File: src/design/dlrs_ram.sv
`default_nettype none
module dlrs_ram #(
  parameter int AW = 6,
  parameter int DW = 32
) (
  input  wire logic          clk,
  input  wire logic          we,
  input  wire logic [AW-1:0] waddr,
  input  wire logic [DW-1:0] wdata,
  input  wire logic [AW-1:0] raddr,
  output logic      [DW-1:0] rdata
);

  logic [DW-1:0] mem [0:(1<<AW)-1];

  always_ff @(posedge clk) begin
    if (we) begin
      mem[waddr] <= wdata;
    end
  end

  always_ff @(posedge clk) begin
    rdata <= mem[raddr];
  end

endmodule
`default_nettype wire

File: config.mk
export PLATFORM = sky130hd
export DESIGN_NAME = dlrs_ram
export DESIGN_NICKNAME = d
export VERILOG_FILES = /design/src/design/dlrs_ram.sv
export SDC_FILE = /design/constraint.sdc
export NUM_CORES = 2
export LEC_CHECK = 0
export BUFFER_PORTS_ARGS = -buffer_cell sky130_fd_sc_hd__buf_4
export CAP_MARGIN = 20
export CORE_AREA = 5 5 480 482
export CTS_CLUSTER_DIAMETER = 80
export DETAILED_ROUTE_END_ITERATION = 10
export DIE_AREA = 0 0 485 487
export PLACE_DENSITY = 0.47
export SETUP_SLACK_MARGIN = 0.4
export SLEW_MARGIN = 30
export SYNTH_ARGS = -nofsm -noshare
export SYNTH_HDL_FRONTEND = slang
export SYNTH_SLANG_ARGS = --single-unit
export TNS_END_PERCENT = 10
File: constraint.sdc
create_clock -name clk -period 4.2 [get_ports clk]
set_clock_uncertainty 0.05 [all_clocks]
set_input_delay 0.42 -clock clk [delete_from_list [all_inputs] [get_ports clk]]
set_output_delay 0.42 -clock clk [all_outputs]
set_load 0.05 [all_outputs]
==> impl_metrics.csv <==
group,metric,value,unit
floorplanning,pin_count,78,
worst_hold_path,worstHoldStart,"wdata[29]",
setup_path,required,4.84,ns
setup_path,arrival,3.28,ns
worst_hold_path,holdPathEnd,"mem[34][29]",
route,drt-vias-per-instance,5.30,
route,postRouteAntennaNets,0,
logic_synthesis,synth_common_cells,"edfxtp_1, mux4_2, nor2_1",
setup_path,cp_slowest_cell,"mux4_2",
grt,grt.total_usage,0.180,
finish,area_growth,16.2,%
cts,cts_made_buffers,221,
finish,fin_util,0.404,
cts,cts_root_buffer,"clkbuf_16",
grt,grt_pass1_vias,37900,
outcome,status,"finished clean",
route,vias,36100,
timing,final_hold_viol_count,0,
grt,grt_pass1_wl,302000,um
power,power_density,485,mW/mm^2
logic_synthesis,synth_area_leaders,"edfxtp_1, mux4_2, mux2i_1",
setup_path,end_kind,"flip-flop",
finish,n_fill_cell,19900,
logic_synthesis,synth.most_common_cell,"edfxtp_1",
timing,min_period,2.64,ns
logic_synthesis,ys_ff_latch,2080,
logic_synthesis,ys_seq_area_frac,0.791,
floorplanning,coreArea,0.226,sq mm
route,drt_iter0_drc,3170,
cts,clock_sinks,2080,
timing,grt_setup_unrepaired,"no",
logic_synthesis,postSynthCellCount,3324,
setup_path,cpPeakStageDelay,0.54,ns
grt,grt_max_degree,65,
finish,stdcell_area,0.0912,sq mm
logic_synthesis,synth_fp_nets,3370,
power,power,44.2,mW
setup_path,crit_buf_inv,3,
logic_synthesis,syn_avg_cell_area,23.6,sq um
logic_synthesis,synth_top_area_share,0.783,
cts,cts_tree,"done",
finish,layout-drive-gt1-share,0.307,
cts,htree_levels,4,
setup_path,path_class,"in -> reg",
grt,antenna_found_initial,6,
floorplanning,die_h,487,um
setup_path,cp_max_fo,45,
place,hpwl,123000,um
place,place_area,0.0842,sq mm
logic_synthesis,ys_warn_count,0,
setup_path,ff2ff_setup_slack,1.90,ns
setup_path,timing.rr.start,"mem[15][24]",
job,maxCapViolCount,0,
setup_path,r2r.worst_path.cells,4,
logic_synthesis,async_flop_share,0,
setup_path,cp_top_family,"buffers and inverters",
setup_path,path_cells,"buf_8 > buf_4 > buf_4 > mux4_2 > mux4_2 > o22ai_1 > nor2_1",
logic_synthesis,synth_ff_type,"edfxtp_1",
cts,clkLatencyLatePin,0.84,ns
cts,cts_setup_buffers,0,
timing,worst-slew-pin-transition,0.967,ns
route,drc_errors,0,
timing,whs,0.0751,ns
floorplanning,dieArea,0.236,sq mm
worst_hold_path,hold_class,"in -> reg",
place,io_buffer_count,77,
logic_synthesis,ys_types,34,
logic_synthesis,synth_edf_count,2048,
logic_synthesis,syn-cell-area,0.0785,sq mm
grt,grt-ovfl-total,0,
floorplanning,std_cell_rows,175,
setup_path,r2r_end,"rdata[24]",
setup_path,worstSetupStartpointType,"input pin",
timing,slew_headroom,0.354,
place,gp_congestion,0.737,
power,power_leakage,28.2,nW
route,first_pass_iters,7,
floorplanning,die_x,485,um
timing,min_period_over_period,0.630,
power,ir_drop,0.471,mV
floorplanning,initial_core_util,0.347,
timing,finalSetupTns,0,ns
timing,finalSetupViolCount,0,
timing,timing.final.max_slew_violations,0,
route,wire_per_inst,31.4,um
logic_synthesis,synth_largest_area_cell,"edfxtp_1",
worst_hold_path,worstHoldPathCells,1,
timing,timing.fmax,378,MHz
cts,clock_path_buffers,3,
route,wirelength,214000,um
cts,clk_pin_slew,0.06,ns
finish,final_nets,3660,
kinds of logic (layout without fill, tap and decap cells):
| kind of cell | Yosys count | count (layout) | share of synthesized area |
|---|---|---|---|
| AO/OA/AOI/OAI | 202 | 202 | 0.0167 |
| buffers and inverters | 182 | 663 | 0.0113 |
| flip-flops | 2080 | 2080 | 0.791 |
| multiplexers | 637 | 637 | 0.168 |
| other | 0 | 4 | 0 |
| AND/OR/NAND/NOR | 223 | 223 | 0.0127 |
per-layer routing:
layer	vias up	global-route usage	wire [um]
met5	-	0	24
met4	4	0.0436	4670
met3	284	0.0282	9770
met2	855	0.295	104000
met1	20100	0.255	95700
li1	14900	-	-
layout by cell type (no fill, tap or decap), types with 13 or more instances in the layout:
| master | synthesis | layout |
|---|---|---|
| clkinv_1 | 0 | 51 |
| a21oi_1 | 62 | 62 |
| nor2_1 | 137 | 75 |
| mux2i_1 | 93 | 93 |
| clkbuf_16 | 0 | 227 |
| clkinv_2 | 0 | 42 |
| clkbuf_8 | 0 | 13 |
| edfxtp_1 | 2048 | 2048 |
| bufinv_16 | 0 | 13 |
| nor2_4 | 0 | 62 |
| nor2b_1 | 15 | 15 |
| buf_12 | 0 | 38 |
| o22ai_1 | 84 | 83 |
| mux4_2 | 544 | 544 |
| dfxtp_1 | 32 | 32 |
| buf_4 | 25 | 206 |
| o221ai_1 | 27 | 27 |
| clkbuf_1 | 74 | 58 |
| nand2_1 | 26 | 26 |
sequential cells by signal, indices dropped and copies added (netlist names):
name	flops
mem	2048
rdata	32
stage by stage:
stage          setup slack, ns  std cells
6_report                  1.56       6818
5_1_grt                   1.49       6815
4_1_cts                   1.51       6814
3_5_place_dp             0.593       6399
3_3_place_gp             0.541       6399
2_1_floorplan            0.570       3324
worst max path at each step:
stage,slack [ns],to,startpoint,depth (start not counted)
2_1_floorplan,0.57,mem[48][0],waddr[3],4
3_3_place_gp,0.54,rdata[26],raddr[0],6
3_5_place_dp,0.59,rdata[31],raddr[0],7
4_1_cts,1.51,rdata[31],raddr[0],7
5_1_grt,1.49,rdata[31],raddr[0],7
6_report,1.56,rdata[31],raddr[1],7
power by group:
part | switching (mW) | internal, mW | leakage [nW] | total (mW)
registers | 0.126 | 23.0 | 18.7 | 23.1
logic | 1.48 | 0.828 | 6.07 | 2.30
clock network | 7.93 | 10.9 | 3.42 | 18.8
area by class of cell:
| cell class | instances | area, sq um | area share |
|---|---|---|---|
| repair buffers | 249 | 2370 | 0.0260 |
| clock inverters | 116 | 891 | 0.00976 |
| well taps | 3009 | 3760 | 0.0413 |
| flip-flops and latches | 2080 | 62100 | 0.681 |
| diodes | 4 | 10.0 | 0.000110 |
| multi-input cells | 1062 | 16000 | 0.175 |
| clock buffers | 298 | 6080 | 0.0666 |
worst reg2reg max path, cell delays in order (launching register included):
cell and delay [ns]:
edfxtp_1 0.36, mux4_2 0.48, mux4_2 0.54, o22ai_1 0.45
nor2_1 0.26
repair_timing:
item	4_1_cts	5_1_grt
hold buffers	1	0
endpoints found under the hold margin	1	0
gates resized for setup	0	0
No activity file was read; power rests on OpenSTA's default activity.
