[config.mk]
export PLATFORM = sky130hd
export DESIGN_NAME = dlrs_acc_cell
export DESIGN_NICKNAME = d
export VERILOG_FILES = /design/src/design/dlrs_pkg.sv /design/src/design/dlrs_acc_cell.sv
export SDC_FILE = /design/constraint.sdc
export NUM_CORES = 1
export LEC_CHECK = 0
export ABC_AREA = 1
export ABC_CLOCK_PERIOD_IN_PS = 1000
export BUFFER_PORTS_ARGS = -buffer_cell sky130_fd_sc_hd__buf_2
export CAP_MARGIN = 40
export CORE_MARGIN = 2
export CORE_UTILIZATION = 42
export CTS_CLUSTER_SIZE = 30
export DETAILED_ROUTE_END_ITERATION = 8
export GPL_TIMING_DRIVEN = 0
export HOLD_SLACK_MARGIN = 0.12
export PLACE_DENSITY = 0.78
export SLEW_MARGIN = 15
export SYNTH_ARGS = -nofsm -noshare
export SYNTH_HDL_FRONTEND = slang
export SYNTH_SLANG_ARGS = --single-unit
[constraint.sdc]
create_clock -name clk -period 1 [get_ports clk]
set_clock_uncertainty 0.05 [all_clocks]
set_input_delay 0.2 -clock clk [delete_from_list [all_inputs] [get_ports clk]]
set_output_delay 0.2 -clock clk [all_outputs]
set_load 0.1 [all_outputs]
[src/design/dlrs_pkg.sv]
`default_nettype none
package dlrs_pkg;

  localparam int IN_MAX    = 1024;
  localparam int OUT_MAX   = 64;
  localparam int FRAC_BITS = 16;
  localparam int IN_AW     = $clog2(IN_MAX);
  localparam int OUT_AW    = $clog2(OUT_MAX);
  localparam int W_AW      = IN_AW + OUT_AW;
  localparam int CNT_W     = IN_AW + 1;
  localparam int DATA_W    = 32;
  localparam int ACC_W     = 48;
  localparam int SUM_W     = ACC_W + 1;
  localparam int PROD_W    = 2 * DATA_W;
  localparam int LR_W      = 16;
  localparam int STEP_W    = DATA_W + LR_W + 1;

  localparam logic [2:0] OP_WR_WEIGHT = 3'd0;
  localparam logic [2:0] OP_WR_BIAS   = 3'd1;
  localparam logic [2:0] OP_FORWARD   = 3'd2;
  localparam logic [2:0] OP_BACKWARD  = 3'd3;
  localparam logic [2:0] OP_RD_GRAD   = 3'd4;

  localparam logic [1:0] REG_RELU      = 2'd0;
  localparam logic [1:0] REG_LRATE     = 2'd1;
  localparam logic [1:0] REG_IN_COUNT  = 2'd2;
  localparam logic [1:0] REG_OUT_COUNT = 2'd3;

  localparam logic KIND_ACT  = 1'b0;
  localparam logic KIND_GRAD = 1'b1;

  typedef enum logic [2:0] {
    S_CLR, S_IDLE, S_FWD, S_EMIT, S_RD, S_BPREP, S_BWALK
  } state_t;

  typedef struct packed {
    logic [2:0]               operation;
    logic [9:0]               row_index;
    logic [5:0]               col_index;
    logic signed [DATA_W-1:0] value;
    logic                     last;
  } in_item_t;

  typedef struct packed {
    logic                     kind;
    logic [9:0]               index;
    logic signed [DATA_W-1:0] result_value;
    logic                     final_res;
  } out_item_t;

  typedef struct packed {
    logic clr;
    logic shift;
  } acc_ctrl_t;

  function automatic logic signed [DATA_W-1:0] sat32(input logic signed [SUM_W-1:0] v);
    logic signed [SUM_W-1:0] hi;
    logic signed [SUM_W-1:0] lo;
    hi = SUM_W'(64'sd2147483647);
    lo = SUM_W'(-64'sd2147483648);
    if (v > hi) return DATA_W'(hi);
    else if (v < lo) return DATA_W'(lo);
    else return DATA_W'(v);
  endfunction

  function automatic logic signed [ACC_W-1:0] sat48(input logic signed [SUM_W-1:0] v);
    logic signed [SUM_W-1:0] hi;
    logic signed [SUM_W-1:0] lo;
    hi = SUM_W'(64'sd140737488355327);
    lo = SUM_W'(-64'sd140737488355328);
    if (v > hi) return ACC_W'(hi);
    else if (v < lo) return ACC_W'(lo);
    else return ACC_W'(v);
  endfunction

endpackage
`default_nettype wire

[src/design/dlrs_acc_cell.sv]
`default_nettype none
module dlrs_acc_cell import dlrs_pkg::*; (
  input  wire logic                    clk,
  input  wire logic                    rst_n,
  input  wire acc_ctrl_t               ctrl,
  input  wire logic signed [ACC_W-1:0] d,
  output logic signed      [ACC_W-1:0] q
);

  logic signed [ACC_W-1:0] q_r;

  // take the neighbour's value on every shift; clear at pass start
  always_ff @(posedge clk) begin
    if (!rst_n) begin
      q_r <= '0;
    end else if (ctrl.clr) begin
      q_r <= '0;
    end else if (ctrl.shift) begin
      q_r <= d;
    end
  end

  assign q = q_r;

endmodule
`default_nettype wire

==> results of run 1 <==
[cell families after synthesis]
| logic type | count (synthesis) | synth area share |
|---|---|---|
| compound gates | 48 | 0.144 |
| flops | 48 | 0.576 |
| buf+inv | 17 | 0.0615 |
| simple gates | 97 | 0.218 |
[metrics by stage]
stage | setup slack [ns] | cell area, sq um | utilization
3_5_place_dp | -0.132 | 2280 | 0.610
2_1_floorplan | 0.0269 | 1730 | -
4_1_cts | -0.0981 | 3580 | 0.956
3_3_place_gp | -0.117 | 2280 | 0.610
[cell usage after synthesis (all sizes together)]
cell type and number:
buf 13, clkbuf 2, nand2 97, a21oi 48, dfxtp 48, inv 2
[timing repair]
item | 4_1_cts
resized for setup | 192
setup endpoints to repair | 48
hold buffers | 47
buffers inserted | 2
endpoints found under the hold margin | 47
==> impl_metrics.py, run 1 <==
metrics = {
    "run_status": {
        "status": "did not finish",
        "stop_stage": "global routing",
        "tool.error": "[ERROR DPL-0038] Utilization greater than 100%, impossible to legalize",
    },
    "synthesis": {
        "yosysTopAreaCell": "dfxtp_1",
        "synth.net_count": 262,
        "synth-seq-area-share": 0.576,
        "ys_seq_elements": 48,
        "netlist_top_cells_area": "dfxtp_1, nand2_1, a21oi_1",
        "synth_cells": 210,
        "syn-cell-area_sq_mm": 0.00167,
        "synth.avg_cell_area_sq_um": 7.94,
        "synth_top_area_frac": 0.576,
        "yosysUniqueCellTypes": 9,
        "yosysWarnings": 0,
    },
    "floorplan": {
        "rows": 22,
        "pin_count": 100,
        "start_util": 0.446,
        "die_y_um": 67.0,
        "die_width_um": 67.0,
    },
    "timing": {
        "worst_endpoint": "q[24]",
        "endpoint_type": "top-level output",
    },
    "grt": {
        "grt_max_degree": 14,
    },
    "place": {
        "gp_congestion": 0.671,
        "io_buffers": 99,
        "dp_cells": 357,
        "dp.final_hpwl_um": 2850,
    },
    "clock_network": {
        "htreeDepth": 2,
        "clk_path_buf_depth": 2,
        "numCtsBuffers": 5,
        "cts_root_buf": "clkbuf_8",
        "cts_num_sinks": 48,
    },
}
==> run 2, diff against run 1 <==
--- a/config.mk
+++ b/config.mk
@@ -10,12 +10,10 @@
 export BUFFER_PORTS_ARGS = -buffer_cell sky130_fd_sc_hd__buf_2
 export CAP_MARGIN = 40
 export CORE_MARGIN = 2
-export CORE_UTILIZATION = 42
-export CTS_CLUSTER_SIZE = 30
+export CORE_UTILIZATION = 40
 export DETAILED_ROUTE_END_ITERATION = 8
 export GPL_TIMING_DRIVEN = 0
-export HOLD_SLACK_MARGIN = 0.12
-export PLACE_DENSITY = 0.78
+export PLACE_DENSITY_LB_ADDON = 0.15
 export SLEW_MARGIN = 15
 export SYNTH_ARGS = -nofsm -noshare
 export SYNTH_HDL_FRONTEND = slang
==> impl_metrics.py, run 2 <==
metrics = {
    "run_status": {
        "status": "complete, but fails checks",
        "violations": "setup timing",
    },
    "detailed_routing": {
        "dr_total_vias": 1788,
        "drtIter0Drc": 76,
        "wire_per_inst_um": 13.1,
        "dr.pass1.iters": 4,
        "vias_per_cell": 4.78,
        "drc": 0,
        "drt-total-wl_um": 4920,
        "ant_nets": 0,
    },
    "setup_path": {
        "crit_start": "q[24]",
        "timing.critical_path.cells": "buf_12",
        "critPathTopFamily": "flip-flops",
        "cp_max_fo": 2,
        "startpoint_type": "flip-flop",
        "r2r-end": "q[9]",
        "cp_slowest_cell": "dfxtp_2",
        "worstSetupPathType": "flip-flop to output pin",
        "worst_ep_required_time_ns": 0.75,
        "crit_end": "q[24]",
        "r2r_cells": 3,
        "worst_path_largest_cell_delay_ns": 0.37,
        "setup.worst_path.end_class": "output pin",
        "crit_buf_inv": 1,
        "reg2reg_slack_ns": 0.24,
        "arrival_ns": 0.84,
        "r2r-start": "q[9]",
        "cp.depth": 1,
    },
    "clock_network": {
        "clock_latency_ns": 0.29,
        "cts_num_sinks": 48,
        "numCtsBuffers": 5,
        "cts_tree": "built",
        "clk_pin_slew_ns": 0.08,
        "cts_root_buf": "clkbuf_8",
        "clk_path_buf_depth": 2,
        "htreeDepth": 2,
    },
    "pwr": {
        "internal-power_w": 0.00298,
        "p_total_w": 0.00428,
        "sw_frac_of_total": 0.303,
        "p_leak_nw": 1.36,
        "power_switching_w": 0.00130,
        "ir_drop_v": 0.000740,
        "pwr_density_cell_mw_per_mm2": 1350,
        "clkPwrFrac": 0.283,
        "seqPwrFrac": 0.479,
        "p_comb_frac": 0.238,
    },
    "grt": {
        "grt_pass1_vias": 1734,
        "met3_usage": 0.0714,
        "busiest_layer": "met2",
        "grt_usage": 0.213,
        "grt_max_degree": 14,
        "gr-usage-met1": 0.227,
        "grt_pass1_wl_um": 7470,
        "grtUsageMet2": 0.398,
        "grt_remaining_overflow": 0,
        "grt_antenna_before_repair": 0,
    },
    "synthesis": {
        "yosysUniqueCellTypes": 9,
        "async_reset_ff_frac": 0,
        "yosysWarnings": 0,
        "synth_top_area_frac": 0.576,
        "netlist_top_cells_area": "dfxtp_1, nand2_1, a21oi_1",
        "syn-cell-area_sq_mm": 0.00167,
        "yosys-top-cells-count": "nand2_1, a21oi_1, dfxtp_1",
        "synth_edf_count": 0,
        "synth.avg_cell_area_sq_um": 7.94,
        "yosysTopAreaCell": "dfxtp_1",
        "ys_dominant_reg_cell": "dfxtp_1",
        "synth.net_count": 262,
        "ys_seq_elements": 48,
        "synth_cells": 210,
        "synth-seq-area-share": 0.576,
        "yosysMostFrequentCell": "nand2_1",
    },
    "timing": {
        "min_period_over_period": 1.09,
        "fin_crit_ns": 1.09,
        "worstMarginPinSlew_ns": 0.482,
        "fin_ws_ns": -0.0889,
        "whs_ns": 0.0810,
        "max_freq_mhz": 918,
        "finalSetupViolCount": 48,
        "maxSlewHeadroom": 0.679,
        "hold_viol": 0,
        "slew_violations": 0,
        "rsz0062_at_grt": "yes",
    },
    "floorplan": {
        "rows": 23,
        "die_width_um": 68.6,
        "start_util": 0.417,
        "core_sq_mm": 0.00400,
        "die-area_sq_mm": 0.00470,
        "die_y_um": 68.6,
        "pin_count": 100,
    },
    "place": {
        "post_dp_cell_area_sq_mm": 0.00229,
        "io_buffers": 99,
        "gp_congestion": 0.721,
        "dp_cells": 359,
        "dp.final_hpwl_um": 2930,
    },
    "layout": {
        "drive_gt1_frac": 0.543,
        "fin_cells": 374,
        "mostFrequentLayoutCell": "nand2_1",
        "n_antenna_cell": 0,
        "fill_cells": 267,
        "largest_reg_flops": 48,
        "final_cell_mix": "nand2_1, buf_2, a21oi_1, buf_12, dfxtp_2",
        "fin_area_sq_mm": 0.00316,
        "syn2layout_area_growth_pct": 89.6,
        "fin_nets": 376,
    },
    "run": {
        "max-cap-violations": 0,
    },
    "min_path": {
        "hold_path_class": "input pin to flip-flop",
    },
}
## run 2: cell counts after synthesis
No cell type changed its count.
## run 2: area by class of cell
cell class / instances / area, sq um / share of cell area
Inverter: 2 / 7.51 / 0.00237
Timing Repair Buffer: 107 / 1280 / 0.403
Multi-Input combinational cell: 145 / 604 / 0.191
Buffer: 15 / 95.1 / 0.0301
Sequential cell: 48 / 1020 / 0.323
Clock buffer: 7 / 96.3 / 0.0305
Tap cell: 50 / 62.6 / 0.0198
## run 2: worst min-delay path by stage
| stage | from | to | cells past startpoint |
|---|---|---|---|
| finish | d[44] | q[44] | 3 |
| global route | d[34] | q[34] | 3 |
| CTS | d[44] | q[44] | 3 |
| detailed placement | d[44] | q[44] | 3 |
| global placement | q[28] | q[28] | 2 |
| floorplan | d[44] | q[44] | 2 |
## run 2: metrics by stage
step | setup slack [ns] | util | setup TNS, ns
global placement | -0.122 | 0.571 | -2.86
global route | -0.126 | 0.791 | -5.34
finish | -0.0889 | 0.791 | -3.74
floorplan | 0.0269 | - | 0
detailed placement | -0.133 | 0.571 | -3.12
CTS | -0.0971 | 0.779 | -4.16
## run 2: power groups by stage
stage | registers (W) | logic (W) | clock network [W]
floorplan | 0.00250 | 0.000173 | 0
global placement | 0.00205 | 0.000808 | 0
detailed placement | 0.00205 | 0.000813 | 0
CTS | 0.00205 | 0.00100 | 0.00126
global route | 0.00205 | 0.00107 | 0.00134
finish | 0.00205 | 0.00102 | 0.00121
## run 2: routing by layer
metal / part of all wire / routed length (um)
met1: 0.39 / 1900
met2: 0.53 / 2600
met3: 0.072 / 356
met4: 0.012 / 59
met5: 0 / 0
## run 2: repair_timing
| action | 4_1_cts | 5_1_grt |
|---|---|---|
| resized for setup | 192 | 0 |
| setup endpoints to repair | 48 | 48 |
| buffers inserted | 2 | 6 |
| hold buffers | 0 | 0 |
## run 2: logic make-up after synthesis
kind of cell	count (synthesis)	synth area share
AO/OA/AOI/OAI	48	0.144
buffers and inverters	17	0.0615
flip-flops	48	0.576
AND/OR/NAND/NOR	97	0.218
Power figures use the tool's default switching activity.
==> run 3, diff against run 2 <==
--- a/config.mk
+++ b/config.mk
@@ -9,7 +9,6 @@
 export ABC_CLOCK_PERIOD_IN_PS = 1000
 export BUFFER_PORTS_ARGS = -buffer_cell sky130_fd_sc_hd__buf_2
 export CAP_MARGIN = 40
-export CORE_MARGIN = 2
 export CORE_UTILIZATION = 40
 export DETAILED_ROUTE_END_ITERATION = 8
 export GPL_TIMING_DRIVEN = 0
==> impl_metrics.py, run 3 (synthesis results as in run 2) <==
metrics = {
    "setup_path": {
        "crit_end": "q[20]",
        "reg2reg_slack_ns": 0.15,
        "arrival_ns": 0.84,
        "worstSetupPathType": "flip-flop to output pin",
        "timing.critical_path.cells": "buf_12",
        "crit_buf_inv": 1,
        "r2r-start": "q[35]",
        "r2r_cells": 4,
        "cp_slowest_cell": "dfxtp_2",
        "worst_path_largest_cell_delay_ns": 0.37,
        "critPathTopFamily": "flip-flops",
        "crit_start": "q[20]",
        "worst_ep_required_time_ns": 0.75,
        "setup.worst_path.end_class": "output pin",
        "startpoint_type": "flip-flop",
        "cp.depth": 1,
        "cp_max_fo": 2,
        "r2r-end": "q[35]",
    },
    "detailed_routing": {
        "wire_per_inst_um": 13.0,
        "drtIter0Drc": 77,
        "dr_total_vias": 1776,
        "drc": 0,
        "drt-total-wl_um": 4870,
        "ant_nets": 0,
        "dr.pass1.iters": 5,
        "vias_per_cell": 4.74,
    },
    "timing": {
        "fin_ws_ns": -0.0949,
        "worstMarginPinSlew_ns": 0.419,
        "rsz0062_at_grt": "yes",
        "finalSetupViolCount": 48,
        "maxSlewHeadroom": 0.721,
        "timing.setup.tns_ns": -3.76,
        "slew_violations": 0,
        "hold_viol": 0,
        "fin_crit_ns": 1.09,
        "whs_ns": 0.0912,
        "min_period_over_period": 1.09,
        "max_freq_mhz": 913,
    },
    "clock_network": {
        "clk_pin_slew_ns": 0.08,
        "postCtsHoldBufs": 0,
        "htreeDepth": 2,
        "clock_latency_ns": 0.29,
        "cts_tree": "built",
        "cts_num_sinks": 48,
        "numCtsBuffers": 5,
        "clk_path_buf_depth": 2,
        "cts_root_buf": "clkbuf_8",
    },
    "layout": {
        "mostFrequentLayoutCell": "nand2_1",
        "syn2layout_area_growth_pct": 89.3,
        "largest_reg_flops": 48,
        "final_cell_mix": "nand2_1, buf_2, a21oi_1, buf_12, dfxtp_2",
        "drive_gt1_frac": 0.545,
        "fin_nets": 379,
        "n_antenna_cell": 0,
        "regArea_sq_mm": 0.00102,
        "multiInputGateArea_sq_um": 604,
        "fill_cells": 268,
    },
    "floorplan": {
        "pin_count": 100,
        "die-area_sq_mm": 0.00443,
        "rows": 23,
        "die_width_um": 66.6,
        "start_util": 0.417,
        "core_sq_mm": 0.00400,
        "die_y_um": 66.6,
    },
    "place": {
        "dp.final_hpwl_um": 2720,
        "gp_congestion": 0.695,
        "io_buffers": 99,
    },
    "min_path": {
        "hold_path_class": "input pin to flip-flop",
        "hold_depth": 3,
    },
    "grt": {
        "grt_antenna_before_repair": 0,
        "grt_remaining_overflow": 0,
        "grt_pass1_vias": 1656,
        "grt_pass1_wl_um": 7290,
        "grt_max_degree": 13,
        "grt_usage": 0.222,
    },
    "pwr": {
        "ir_drop_v": 0.000869,
        "p_leak_nw": 1.36,
        "pwr_density_cell_mw_per_mm2": 1300,
    },
    "run": {
        "max-cap-violations": 0,
    },
    "run_status": {
        "status": "complete, but fails checks",
        "violations": "setup timing",
    },
}
## run 3: final cells by class
cell class,count,area share
Buffer,15,0.0301
Multi-Input combinational cell,145,0.191
Inverter,2,0.00238
Tap cell,50,0.0198
Timing Repair Buffer,110,0.411
Clock buffer,5,0.0218
Sequential cell,48,0.323
## run 3: worst min-delay path by stage
stage                from    end  slack [ns]
floorplan           d[44]  q[44]        0.28
global placement    q[36]  q[36]        0.39
finish              d[18]  q[18]        0.09
detailed placement  q[32]  q[32]        0.40
global route        d[37]  q[37]        0.09
CTS                 d[30]  q[30]        0.08
## run 3: repair_timing
item | CTS | global route
setup endpoints to repair | 48 | 48
buffers inserted | 5 | 6
gates resized for setup | 192 | 0
## run 3: report_power, final
| group | switching, W | internal, W |
|---|---|---|
| combinational | 0.000638 | 0.000385 |
| clock | 0.000579 | 0.000452 |
| sequential | 0.0000652 | 0.00198 |
| total | 0.00128 | 0.00282 |
## run 3: per-layer routing
| layer | vias up | GRT usage | routed length, um |
|---|---|---|---|
| li1 | 892 | - | - |
| met1 | 806 | 0.240 | 1860 |
| met2 | 71 | 0.407 | 2650 |
| met3 | 7 | 0.0582 | 303 |
| met4 | 0 | 0.0878 | 63 |
| met5 | - | 0 | 0 |
## run 3: stage by stage
stage	power, W	worst slack (ns)	instance area, sq um	cells	utilization
after floorplan	0.00267	0.0269	1730	210	-
after CTS	0.00411	-0.0954	3110	369	0.778
final	0.00410	-0.0949	3160	375	0.789
after global routing	0.00428	-0.122	3160	375	0.789
after detailed placement	0.00286	-0.132	2290	359	0.571
after global placement	0.00286	-0.121	2290	359	0.571
==> run 4, diff against run 3 <==
--- a/config.mk
+++ b/config.mk
@@ -5,10 +5,10 @@
 export SDC_FILE = /design/constraint.sdc
 export NUM_CORES = 1
 export LEC_CHECK = 0
-export ABC_AREA = 1
 export ABC_CLOCK_PERIOD_IN_PS = 1000
 export BUFFER_PORTS_ARGS = -buffer_cell sky130_fd_sc_hd__buf_2
 export CAP_MARGIN = 40
+export CORE_MARGIN = 2
 export CORE_UTILIZATION = 40
 export DETAILED_ROUTE_END_ITERATION = 8
 export GPL_TIMING_DRIVEN = 0
==> impl_metrics.py, run 4 <==
metrics = {
    "detailed_routing": {
        "drc": 0,
        "wl_met3_um": 305,
        "route.met2.wl_um": 2190,
        "drtIter0Drc": 46,
        "highest_layer": "met4",
        "ant_nets": 0,
        "drt-total-wl_um": 4260,
        "drt-met1-wl_um": 1710,
        "vias_per_cell": 4.65,
        "wire_per_inst_um": 13.5,
        "dr_total_vias": 1464,
        "dr.pass1.iters": 4,
    },
    "grt": {
        "grt_antenna_before_repair": 0,
        "grt_pass1_vias": 1564,
        "grt_remaining_overflow": 0,
        "grt_pass1_wl_um": 7280,
        "grt_usage": 0.186,
        "grt_max_degree": 15,
    },
    "pwr": {
        "pwr_density_cell_mw_per_mm2": 1350,
        "p_total_w": 0.00431,
        "ir_drop_v": 0.000809,
        "p_leak_nw": 1.47,
    },
    "timing": {
        "timing.setup.tns_ns": -3.92,
        "max_freq_mhz": 915,
        "whs_ns": 0.0816,
        "fin_ws_ns": -0.0933,
        "finalSetupViolCount": 48,
        "fin_crit_ns": 1.09,
        "maxSlewHeadroom": 0.706,
        "worstMarginPinSlew_ns": 0.441,
        "hold_viol": 0,
        "min_period_over_period": 1.09,
        "rsz0062_at_grt": "yes",
        "slew_violations": 0,
    },
    "synthesis": {
        "syn-cell-area_sq_mm": 0.00174,
        "synth.net_count": 208,
        "ys_seq_elements": 48,
        "netlist_top_cells_area": "dfxtp_1, mux2i_1, nor2_1",
        "synth.avg_cell_area_sq_um": 11.1,
        "ys_dominant_reg_cell": "dfxtp_1",
        "yosysUniqueCellTypes": 9,
        "synth_top_area_frac": 0.553,
        "yosysWarnings": 0,
        "async_reset_ff_frac": 0,
        "yosysTopAreaCell": "dfxtp_1",
        "synth_edf_count": 0,
        "synth_cells": 156,
        "yosys-top-cells-count": "dfxtp_1, mux2i_1, nor2_1",
        "synth-seq-area-share": 0.553,
    },
    "setup_path": {
        "cp_slowest_cell": "dfxtp_2",
        "worst_ep_required_time_ns": 0.75,
        "worst_path_largest_cell_delay_ns": 0.37,
        "setup.worst_path.end_class": "output pin",
        "cp_max_fo": 2,
        "reg2reg_slack_ns": 0.13,
        "timing.critical_path.cells": "buf_12",
        "worstSetupPathType": "flip-flop to output pin",
        "startpoint_type": "flip-flop",
        "crit_buf_inv": 1,
        "arrival_ns": 0.84,
        "critPathTopFamily": "flip-flops",
    },
    "layout": {
        "drive_gt1_frac": 0.623,
        "fin_cells": 315,
        "syn2layout_area_growth_pct": 83.6,
        "mostFrequentLayoutCell": "buf_2",
        "fin_area_sq_mm": 0.00319,
        "n_antenna_cell": 0,
        "largest_reg_flops": 48,
        "fill_cells": 259,
        "final_cell_mix": "buf_2, buf_12, mux2i_1, nor2_1, dfxtp_2",
        "fin_nets": 316,
    },
    "min_path": {
        "hold_path_class": "input pin to flip-flop",
    },
    "place": {
        "gp_congestion": 0.750,
        "dp_cells": 304,
        "post_dp_cell_area_sq_mm": 0.00235,
        "dp.final_hpwl_um": 2730,
        "io_buffers": 98,
    },
    "clock_network": {
        "numCtsBuffers": 5,
        "clk_pin_slew_ns": 0.08,
        "clk_path_buf_depth": 2,
        "cts_num_sinks": 48,
        "htreeDepth": 2,
        "cts_root_buf": "clkbuf_8",
        "postCtsHoldBufs": 0,
        "cts_tree": "built",
        "clock_latency_ns": 0.30,
    },
    "floorplan": {
        "die_width_um": 69.9,
        "die-area_sq_mm": 0.00488,
        "die_y_um": 69.9,
        "rows": 23,
        "start_util": 0.425,
        "pin_count": 100,
        "core_sq_mm": 0.00409,
    },
    "run_status": {
        "violations": "setup timing",
        "status": "complete, but fails checks",
    },
    "run": {
        "max-cap-violations": 0,
    },
}
[run 4: cell count changes after synthesis, sizes merged]
cell,change
nor2,+48
inv,-2
nand2b,+1
a21oi,-48
mux2i,+48
nand2,-97
buf,-4
[run 4: worst paths after layout]
path	from	to	depth (start not counted)
min reg2reg	q[39]	q[39]	2
min	d[39]	q[39]	3
max reg2reg	q[19]	q[19]	3
max	q[35]	q[35]	1
[run 4: power breakdown]
group          total [W]  switching, W  internal, W  leakage (nW)
combinational    0.00109      0.000646     0.000441          1.01
clock            0.00117      0.000611     0.000562        0.0445
sequential       0.00205     0.0000669      0.00198         0.413
[run 4: cell type report]
class	instances	area, sq um	share of cell area
repair buffers	101	1230	0.387
well taps	50	62.6	0.0196
multi-input cells	97	667	0.209
clock buffers	7	86.3	0.0271
plain buffers	11	109	0.0341
clock inverters	1	7.51	0.00235
flip-flops and latches	48	1020	0.321
[run 4: kinds of logic (layout without fill, tap and decap cells)]
kind of cell	after synthesis	count (layout)	synth area share
flip-flops	48	48	0.553
multiplexers	48	48	0.277
AND/OR/NAND/NOR	49	49	0.107
buffers and inverters	11	120	0.0627
[run 4: metal layers]
metal | vias up | GRT usage
met2 | 60 | 0.323
li1 | 724 | -
met3 | 7 | 0.0447
met5 | - | 0
met1 | 673 | 0.224
met4 | 0 | 0.0641
[run 4: worst register-to-register path, delay by kind of cell (launching register included)]
family / cells / cell delay (ns)
buffers and inverters: 1 / 0.12
DFF: 1 / 0.34
muxes: 1 / 0.18
and+or+nand+nor: 1 / 0.06
[run 4: timing repair]
action | CTS | global route
endpoints found under the setup margin | 48 | 48
setup buffers | 0 | 3
gates resized for setup | 192 | 1
[run 4: per-stage QoR]
step	utilization	setup WS, ns
finish	0.780	-0.0933
global route	0.780	-0.124
CTS	0.774	-0.103
detailed placement	0.575	-0.145
global placement	0.575	-0.153
floorplan	-	0.0282
